`src/rtl/core/srdp_pkg.sv`:
```
`default_nettype none
package srdp_pkg;

  localparam int RING_MAX    = 256;
  localparam int RING_LG_RAW = $clog2(RING_MAX + 1) - 1;
  localparam int RING_LG     = (RING_LG_RAW > 8) ? 8 : RING_LG_RAW;

  localparam int QDEPTH  = 4;
  localparam int QPTR_W  = $clog2(QDEPTH);
  localparam int QCNT_W  = $clog2(QDEPTH + 1);

  localparam logic [3:0]  RING_LG_RESET = 4'd8;
  localparam logic [15:0] DESC_F_NEXT   = 16'h0001;

  localparam int CFG_ADDR_W = 3;
  localparam logic        REG_RING_SIZE = 1'b0;

  typedef enum logic {
    IN_SUBMIT = 1'b0,
    IN_POLL   = 1'b1
  } in_kind_t;

  typedef enum logic [1:0] {
    REC_DESC    = 2'd0,
    REC_AVAIL   = 2'd1,
    REC_COMPL   = 2'd2,
    REC_NOTRDY  = 2'd3
  } rec_kind_t;

  typedef struct packed {
    logic        kind;
    logic [63:0] seg_addr;
    logic [31:0] seg_len;
    logic [15:0] seg_flags;
    logic        seg_last;
    logic [15:0] device_used_idx;
    logic [31:0] used_entry_len;
  } in_t;

  typedef struct packed {
    logic [1:0]  record_kind;
    logic [7:0]  slot;
    logic [63:0] desc_addr;
    logic [31:0] desc_len;
    logic [15:0] desc_flags;
    logic [7:0]  desc_next;
    logic [7:0]  ring_head;
    logic [15:0] new_avail_idx;
    logic [31:0] used_len;
    logic        last;
  } out_t;

  typedef struct packed {
    out_t        rec0;
    logic        two;
    logic [7:0]  avail_slot;
    logic [7:0]  head;
    logic [15:0] new_avail;
  } op_t;

endpackage
`default_nettype wire

```
`src/rtl/core/srdp_front.sv`:
```
`default_nettype none
module srdp_front (
  input  logic           clk,
  input  logic           rst_n,
  input  logic [3:0]     ring_lg,
  input  logic           in_push,
  input  srdp_pkg::in_t  in_data,
  input  logic           q_full,
  output logic           q_push,
  output srdp_pkg::op_t  q_op
);
  import srdp_pkg::*;

  logic [7:0]  free_head_r, free_head_nxt;
  logic [7:0]  chain_head_r, chain_head_nxt;
  logic [7:0]  chain_pos_r, chain_pos_nxt;
  logic [15:0] avail_index_r, avail_index_nxt;
  logic [15:0] consumed_r, consumed_nxt;

  logic [3:0]  lg_eff;
  logic [8:0]  mask9;
  logic [7:0]  mask;
  logic [7:0]  head;
  logic [7:0]  sum;
  logic [7:0]  idx;
  logic [7:0]  nxt;
  logic        accept;

  assign lg_eff = (ring_lg > 4'(RING_LG)) ? 4'(RING_LG) : ring_lg;
  assign mask9  = (9'd1 << lg_eff) - 9'd1;
  assign mask   = mask9[7:0];
  assign head   = (chain_pos_r == 8'd0) ? free_head_r : chain_head_r;
  assign sum    = head + chain_pos_r;
  assign idx    = sum & mask;
  assign nxt    = (sum + 8'd1) & mask;
  assign accept = in_push && !q_full;
  assign q_push = accept;

  always_comb begin
    free_head_nxt   = free_head_r;
    chain_head_nxt  = chain_head_r;
    chain_pos_nxt   = chain_pos_r;
    avail_index_nxt = avail_index_r;
    consumed_nxt    = consumed_r;
    q_op            = '0;
    if (in_data.kind == IN_POLL) begin
      q_op.rec0.last = 1'b1;
      if (in_data.device_used_idx == consumed_r) begin
        q_op.rec0.record_kind = REC_NOTRDY;
      end else begin
        q_op.rec0.record_kind = REC_COMPL;
        q_op.rec0.slot        = consumed_r[7:0] & mask;
        q_op.rec0.used_len    = in_data.used_entry_len;
        consumed_nxt          = consumed_r + 16'd1;
      end
    end else begin
      q_op.rec0.record_kind = REC_DESC;
      q_op.rec0.slot        = idx;
      q_op.rec0.desc_addr   = in_data.seg_addr;
      q_op.rec0.desc_len    = in_data.seg_len;
      chain_head_nxt        = head;
      if (!in_data.seg_last) begin
        q_op.rec0.desc_flags = in_data.seg_flags | DESC_F_NEXT;
        q_op.rec0.desc_next  = nxt;
        q_op.rec0.last       = 1'b1;
        chain_pos_nxt        = chain_pos_r + 8'd1;
      end else begin
        q_op.rec0.desc_flags = in_data.seg_flags;
        q_op.two             = 1'b1;
        q_op.avail_slot      = avail_index_r[7:0] & mask;
        q_op.head            = head;
        q_op.new_avail       = avail_index_r + 16'd1;
        avail_index_nxt      = avail_index_r + 16'd1;
        free_head_nxt        = nxt;
        chain_pos_nxt        = 8'd0;
      end
    end
  end

  always_ff @(posedge clk) begin
    if (!rst_n) begin
      free_head_r   <= '0;
      chain_head_r  <= '0;
      chain_pos_r   <= '0;
      avail_index_r <= '0;
      consumed_r    <= '0;
    end else if (accept) begin
      free_head_r   <= free_head_nxt;
      chain_head_r  <= chain_head_nxt;
      chain_pos_r   <= chain_pos_nxt;
      avail_index_r <= avail_index_nxt;
      consumed_r    <= consumed_nxt;
    end
  end

endmodule
`default_nettype wire

```
`src/rtl/core/srdp_fifo.sv`:
```
`default_nettype none
module srdp_fifo (
  input  logic           clk,
  input  logic           rst_n,
  input  logic           push,
  input  srdp_pkg::op_t  push_op,
  input  logic           pop,
  output srdp_pkg::op_t  head_op,
  output logic           full,
  output logic           empty
);
  import srdp_pkg::*;

  op_t               mem_r [QDEPTH];
  logic [QPTR_W-1:0] wr_ptr_r, wr_ptr_nxt;
  logic [QPTR_W-1:0] rd_ptr_r, rd_ptr_nxt;
  logic [QCNT_W-1:0] count_r, count_nxt;
  logic              do_push;
  logic              do_pop;

  assign full    = (count_r == QCNT_W'(QDEPTH));
  assign empty   = (count_r == '0);
  assign do_push = push && !full;
  assign do_pop  = pop && !empty;
  assign head_op = mem_r[rd_ptr_r];

  always_comb begin
    wr_ptr_nxt = do_push ? wr_ptr_r + QPTR_W'(1) : wr_ptr_r;
    rd_ptr_nxt = do_pop ? rd_ptr_r + QPTR_W'(1) : rd_ptr_r;
    count_nxt  = count_r;
    if (do_push && !do_pop) begin
      count_nxt = count_r + QCNT_W'(1);
    end else if (do_pop && !do_push) begin
      count_nxt = count_r - QCNT_W'(1);
    end
  end

  always_ff @(posedge clk) begin
    if (!rst_n) begin
      wr_ptr_r <= '0;
      rd_ptr_r <= '0;
      count_r  <= '0;
    end else begin
      wr_ptr_r <= wr_ptr_nxt;
      rd_ptr_r <= rd_ptr_nxt;
      count_r  <= count_nxt;
    end
  end

  always_ff @(posedge clk) begin
    if (do_push) begin
      mem_r[wr_ptr_r] <= push_op;
    end
  end

`ifndef ASSERT_OFF
  a_count_range: assert property (@(posedge clk) disable iff (!rst_n)
    count_r <= QCNT_W'(QDEPTH))
    else $error("queue count out of range");
  a_ptr_gap: assert property (@(posedge clk) disable iff (!rst_n)
    (count_r == '0 || count_r == QCNT_W'(QDEPTH)) |-> (wr_ptr_r == rd_ptr_r))
    else $error("queue pointers disagree with count");
  a_push_count: assert property (@(posedge clk) disable iff (!rst_n)
    (do_push && !do_pop) |=> (count_r == $past(count_r) + QCNT_W'(1)))
    else $error("queue count missed a push");
`endif

endmodule
`default_nettype wire

```
`src/rtl/core/srdp_back.sv`:
```
`default_nettype none
module srdp_back (
  input  logic           clk,
  input  logic           rst_n,
  input  srdp_pkg::op_t  head_op,
  input  logic           q_empty,
  output logic           q_pop,
  output logic           out_empty,
  input  logic           out_pop,
  output srdp_pkg::out_t out_data
);
  import srdp_pkg::*;

  out_t out_r, out_nxt;
  logic valid_r, valid_nxt;
  logic phase_r, phase_nxt;
  logic load;
  out_t avail_rec;

  assign out_empty = !valid_r;
  assign out_data  = out_r;
  assign load      = !valid_r || out_pop;

  always_comb begin
    avail_rec               = '0;
    avail_rec.record_kind   = REC_AVAIL;
    avail_rec.slot          = head_op.avail_slot;
    avail_rec.ring_head     = head_op.head;
    avail_rec.new_avail_idx = head_op.new_avail;
    avail_rec.last          = 1'b1;
  end

  always_comb begin
    out_nxt   = out_r;
    valid_nxt = valid_r;
    phase_nxt = phase_r;
    q_pop     = 1'b0;
    if (load) begin
      valid_nxt = !q_empty;
      if (!q_empty) begin
        if (phase_r) begin
          out_nxt   = avail_rec;
          q_pop     = 1'b1;
          phase_nxt = 1'b0;
        end else begin
          out_nxt   = head_op.rec0;
          q_pop     = !head_op.two;
          phase_nxt = head_op.two;
        end
      end
    end
  end

  always_ff @(posedge clk) begin
    if (!rst_n) begin
      valid_r <= 1'b0;
      phase_r <= 1'b0;
    end else begin
      valid_r <= valid_nxt;
      phase_r <= phase_nxt;
    end
  end

  always_ff @(posedge clk) begin
    out_r <= out_nxt;
  end

`ifndef ASSERT_OFF
  a_phase_q: assert property (@(posedge clk) disable iff (!rst_n)
    phase_r |-> !q_empty)
    else $error("second request pending with empty queue");
  a_phase_desc: assert property (@(posedge clk) disable iff (!rst_n)
    phase_r |-> (valid_r && out_r.record_kind == REC_DESC && !out_r.last))
    else $error("pending ring write without its descriptor");
  a_last_rec: assert property (@(posedge clk) disable iff (!rst_n)
    (valid_r && out_r.record_kind != REC_DESC) |-> out_r.last)
    else $error("non-descriptor request without last");
`endif

endmodule
`default_nettype wire

```
`src/rtl/core/split_ring_descriptor_producer_top.sv`:
```
// an accepted request is written into the queue, then registered in the output stage before it reaches the result ports
// throughput: one request accepted per cycle while the queue is not full; a closing segment yields two result records
// a four-entry queue between classifier and output stage absorbs result stalls
// reset: synchronous active-low rst_n clears ring indices, queue and output
// reset: ring_size_log2 returns to 8
`default_nettype none
module split_ring_descriptor_producer_top (
  input  logic                               clk,
  input  logic                               rst_n,
  input  logic                               in_push,
  output logic                               in_full,
  input  srdp_pkg::in_t                      in_data,
  output logic                               out_empty,
  input  logic                               out_pop,
  output srdp_pkg::out_t                     out_data,
  input  logic                               psel,
  input  logic                               penable,
  input  logic                               pwrite,
  input  logic [srdp_pkg::CFG_ADDR_W-1:0]    paddr,
  input  logic [31:0]                        pwdata,
  output logic [31:0]                        prdata,
  output logic                               pready
);
  import srdp_pkg::*;

  logic [3:0] ring_lg_r;
  logic       q_push;
  logic       q_pop;
  logic       q_full;
  logic       q_empty;
  op_t        push_op;
  op_t        head_op;

  assign pready = 1'b1;
  assign prdata = (paddr[2] == REG_RING_SIZE) ? {28'd0, ring_lg_r} : 32'd0;

  always_ff @(posedge clk) begin
    if (!rst_n) begin
      ring_lg_r <= RING_LG_RESET;
    end else if (psel && penable && pwrite && pready && paddr[2] == REG_RING_SIZE) begin
      ring_lg_r <= pwdata[3:0];
    end
  end

  assign in_full = q_full;

  srdp_front u_front (
    .clk     (clk),
    .rst_n   (rst_n),
    .ring_lg (ring_lg_r),
    .in_push (in_push),
    .in_data (in_data),
    .q_full  (q_full),
    .q_push  (q_push),
    .q_op    (push_op)
  );

  srdp_fifo u_fifo (
    .clk     (clk),
    .rst_n   (rst_n),
    .push    (q_push),
    .push_op (push_op),
    .pop     (q_pop),
    .head_op (head_op),
    .full    (q_full),
    .empty   (q_empty)
  );

  srdp_back u_back (
    .clk       (clk),
    .rst_n     (rst_n),
    .head_op   (head_op),
    .q_empty   (q_empty),
    .q_pop     (q_pop),
    .out_empty (out_empty),
    .out_pop   (out_pop),
    .out_data  (out_data)
  );

endmodule
`default_nettype wire

```
`config.mk`:
```
export PLATFORM = sky130hd
export DESIGN_NAME = split_ring_descriptor_producer_top
export DESIGN_NICKNAME = d
export VERILOG_FILES = /design/src/rtl/core/srdp_pkg.sv /design/src/rtl/core/srdp_front.sv /design/src/rtl/core/srdp_fifo.sv /design/src/rtl/core/srdp_back.sv /design/src/rtl/core/split_ring_descriptor_producer_top.sv
export SDC_FILE = /design/constraint.sdc
export NUM_CORES = 1
export LEC_CHECK = 0
export ABC_AREA = 1
export ABC_CLOCK_PERIOD_IN_PS = 16700
export BUFFER_PORTS_ARGS = -buffer_cell sky130_fd_sc_hd__buf_2
export CAP_MARGIN = 25
export CORE_MARGIN = 3
export CORE_UTILIZATION = 35
export CTS_BUF_LIST = sky130_fd_sc_hd__clkbuf_8 sky130_fd_sc_hd__clkbuf_16
export DETAILED_ROUTE_END_ITERATION = 12
export PLACE_DENSITY = 0.57
export SETUP_SLACK_MARGIN = 0.05
export SYNTH_ARGS = -nofsm -noshare
export SYNTH_HDL_FRONTEND = slang
export SYNTH_HIERARCHICAL = 1
export SYNTH_SLANG_ARGS = --single-unit
```
`constraint.sdc`:
```
create_clock -name clk -period 16.7 [get_ports clk]
set_input_delay 3.34 -clock clk [delete_from_list [all_inputs] [get_ports clk]]
set_output_delay 3.34 -clock clk [all_outputs]
set_load 0.02 [all_outputs]
```
==> flow_summary_export.csv <==
group,metric,value,unit
outcome,status,"finished, final reports clean",
detailed_routing,wl_per_cell,18.0,um
critical_path,worstSetupPathType,"in2out",
cts,tritoncts,"built",
placed_design,gp_congestion,0.829,
power,p_per_area,170,nW/um^2
critical_path,cp-start-kind,"primary input",
logic_synthesis,syn_area,46500,sq um
logic_synthesis,synth_cell_types,44,
global_routing,grt_overflow,0,
timing,slew-limit-headroom,12.3,%
global_routing,grt_pass1_vias,28200,
final_layout,drive_gt1_share,14.1,%
power,power.leakage,0.0202,uW
logic_synthesis,yosysSeqAreaShare,72.0,%
timing,setup_slack,9.62,ns
detailed_routing,drc,0,
critical_path,endpoint_kind,"output pin",
logic_synthesis,synth-edff-count,1067,
detailed_routing,drtIter0Drc,2000,
global_routing,grt_start_max_net_pins,176,
placed_design,dp_hpwl,61.5,mm
logic_synthesis,synth_area_per_cell,11.9,sq um
logic_synthesis,syn_inst,3889,
floorplan,dieWidth,370,um
floorplan,initial_core_util,35.3,%
timing,setup_tns,0,ns
detailed_routing,top_layer,"met5",
run,drv_cap,0,
detailed_routing,drt-total-wl,109,mm
cts,cts_made_buffers,118,
logic_synthesis,ys_seq_elements,1138,
global_routing,track_usage,15.6,%
detailed_routing,routed_via_density,4.79,
floorplan,ios,426,
timing,skew,0.0248,ns
logic_synthesis,yosysTopAreaCellShare,69.0,%
logic_synthesis,async_flop_share,0,%
cts,cts_hold_buffers,0,
detailed_routing,wl_met1,47.6,mm
power,finalPower,9020,uW
timing,rsz0062_at_grt,"false",
final_layout,fin_util,40.4,%
logic_synthesis,synth_top_area_cell,"edfxtp_1",
floorplan,die_y,370,um
cts,clkTransAtPathRegs,0.06,ns
global_routing,grt_pass1_wl,165,mm
logic_synthesis,synth_top_cells_by_count,"edfxtp_1, nor2_1, inv_1",
final_layout,syn2layout_area_growth,14.5,%
detailed_routing,routed-via-count,29000,
logic_synthesis,synthTopCellsByArea,"edfxtp_1, nor2_1, o21ai_0",
detailed_routing,route.met2.wl,53.2,mm
global_routing,antenna_found_initial,4,
critical_path,required,13.36,ns
logic_synthesis,ys.flop_type,"edfxtp_1",
placed_design,post-place-ws,9.62,ns
timing,fin_crit_sh,42.4,%
final_layout,fin_nets,4427,
timing,period_needed,7.08,ns
cts,cts_resized,0,
critical_path,crit_fanout,6,
cts,clkSinkCount,1138,
cts,clockRootBuffer,"clkbuf_16",
logic_synthesis,yosysMostFrequentCell,"edfxtp_1",
detailed_routing,first_pass_iters,5,
placed_design,io_buffers,366,
timing,drv_slew,0,
timing,finalHoldViolCount,0,
floorplan,die-area,137000,sq um
timing,worst_slew_pin_slew,1.32,ns
detailed_routing,wl_met3,5.93,mm
logic_synthesis,yosys_warnings,6,
timing,setup-violations-final,0,
cts,clock_latency,0.71,ns
cts,postCtsSetupBuffers,0,
cts,htreeDepth,3,
cts,clockBufferDepth,3,
detailed_routing,detail-route-antenna-nets,0,
timing,fmax,141,MHz
min_path,hold_path_class,"reg2reg",
power,ir_drop,0.135,mV
final_layout,antennaDiodeCount,0,
floorplan,row_count,133,
critical_path,critPathArrivalTime,3.74,ns
floorplan,core-area,132000,sq um
==> cells in the final DEF, fill, tap and decap left out, drive strengths merged, types with 2 or more instances in the layout <==
cell      synthesis  layout
clkbuf           92     122
ha               20      20
nand2           286     286
nand4            21      21
bufinv            0      13
nor2            845     845
and3              2       2
nor4              5       5
fa                2       2
nor3             25      25
clkinv            2      53
nand3b            3       3
o22ai           227     227
a211oi            2       2
inv             429     455
o211ai            2       2
clkinvlp          0       6
edfxtp         1067    1067
a21oi            44      44
nand3            50      50
o21ai           477     477
or2               5       5
xnor2             9       9
buf             168     402
xor2             29      29
dfxtp            71      71
conb              3      53
==> registers in the layout (all words and copies together), names as in the netlist, named ones only <==
name,count
u_fifo/rd_ptr_r,2
u_front/chain_head_r,8
u_back/phase_r,1
u_fifo/mem_r,880
u_front/chain_pos_r,8
u_front/free_head_r,8
u_back/valid_r,1
u_fifo/count_r,3
u_front/avail_index_r,16
u_back/out_data,187
ring_lg_r,4
u_front/consumed_r,16
u_fifo/wr_ptr_r,2
==> power breakdown <==
part	switching [uW]	total (uW)	internal [uW]
clock network	1080	2590	1510
registers	203	4080	3870
logic	1740	2360	615
==> logic make-up (layout without fill, tap and decap cells) <==
kind of cell,Yosys count,in the layout,synth area share (%)
adders and majority gates,22,22,0.625
and+or+nand+nor,1242,1242,10.6
AOI/OAI and AO/OA,755,755,8.78
xor gates and xnor gates,38,38,0.716
buffers and inverters,691,1051,7.20
DFF,1138,1138,72.0
other,3,53,0.0242
==> final cells by class <==
class	count	area, sq um
inverter	431	1640
clock inverter	96	822
clock buffer	122	3030
timing repair buffer	402	2150
fill	12400	78500
tap	1755	2200
sequential	1138	33500
multi-input combinational	2110	9870
==> worst max-delay path: stages <==
cell    delay (ns)
buf_2         0.14
nor2_1        0.10
buf_2         0.16
==> stage by stage <==
stage	hold slack [ns]	cell area [sq um]	cells
finish	0.460	53200	6054
global route	0.489	53200	6054
CTS	0.461	53200	6054
detailed placement	0.450	49300	5836
global placement	0.441	49300	5836
floorplan	0.426	46600	3939
==> path summary, 6_finish.rpt <==
check,from,endpoint,slack [ns],cells past startpoint
hold reg to reg,u_front/free_head_r[4],u_front/free_head_r[4],0.46,2
hold / removal,u_front/free_head_r[4],u_front/free_head_r[4],0.46,2
setup reg to reg,u_fifo/count_r[0],u_fifo/mem_r[3][127],12.48,9
setup / recovery,paddr[2],prdata[0],9.62,3
==> per-layer routing <==
layer	track usage, %	vias up
met2	26.2	678
met4	4.76	6
met3	2.73	137
li1	-	14000
met1	20.4	14200
met5	0	-
(Power assumes the default switching activity.)
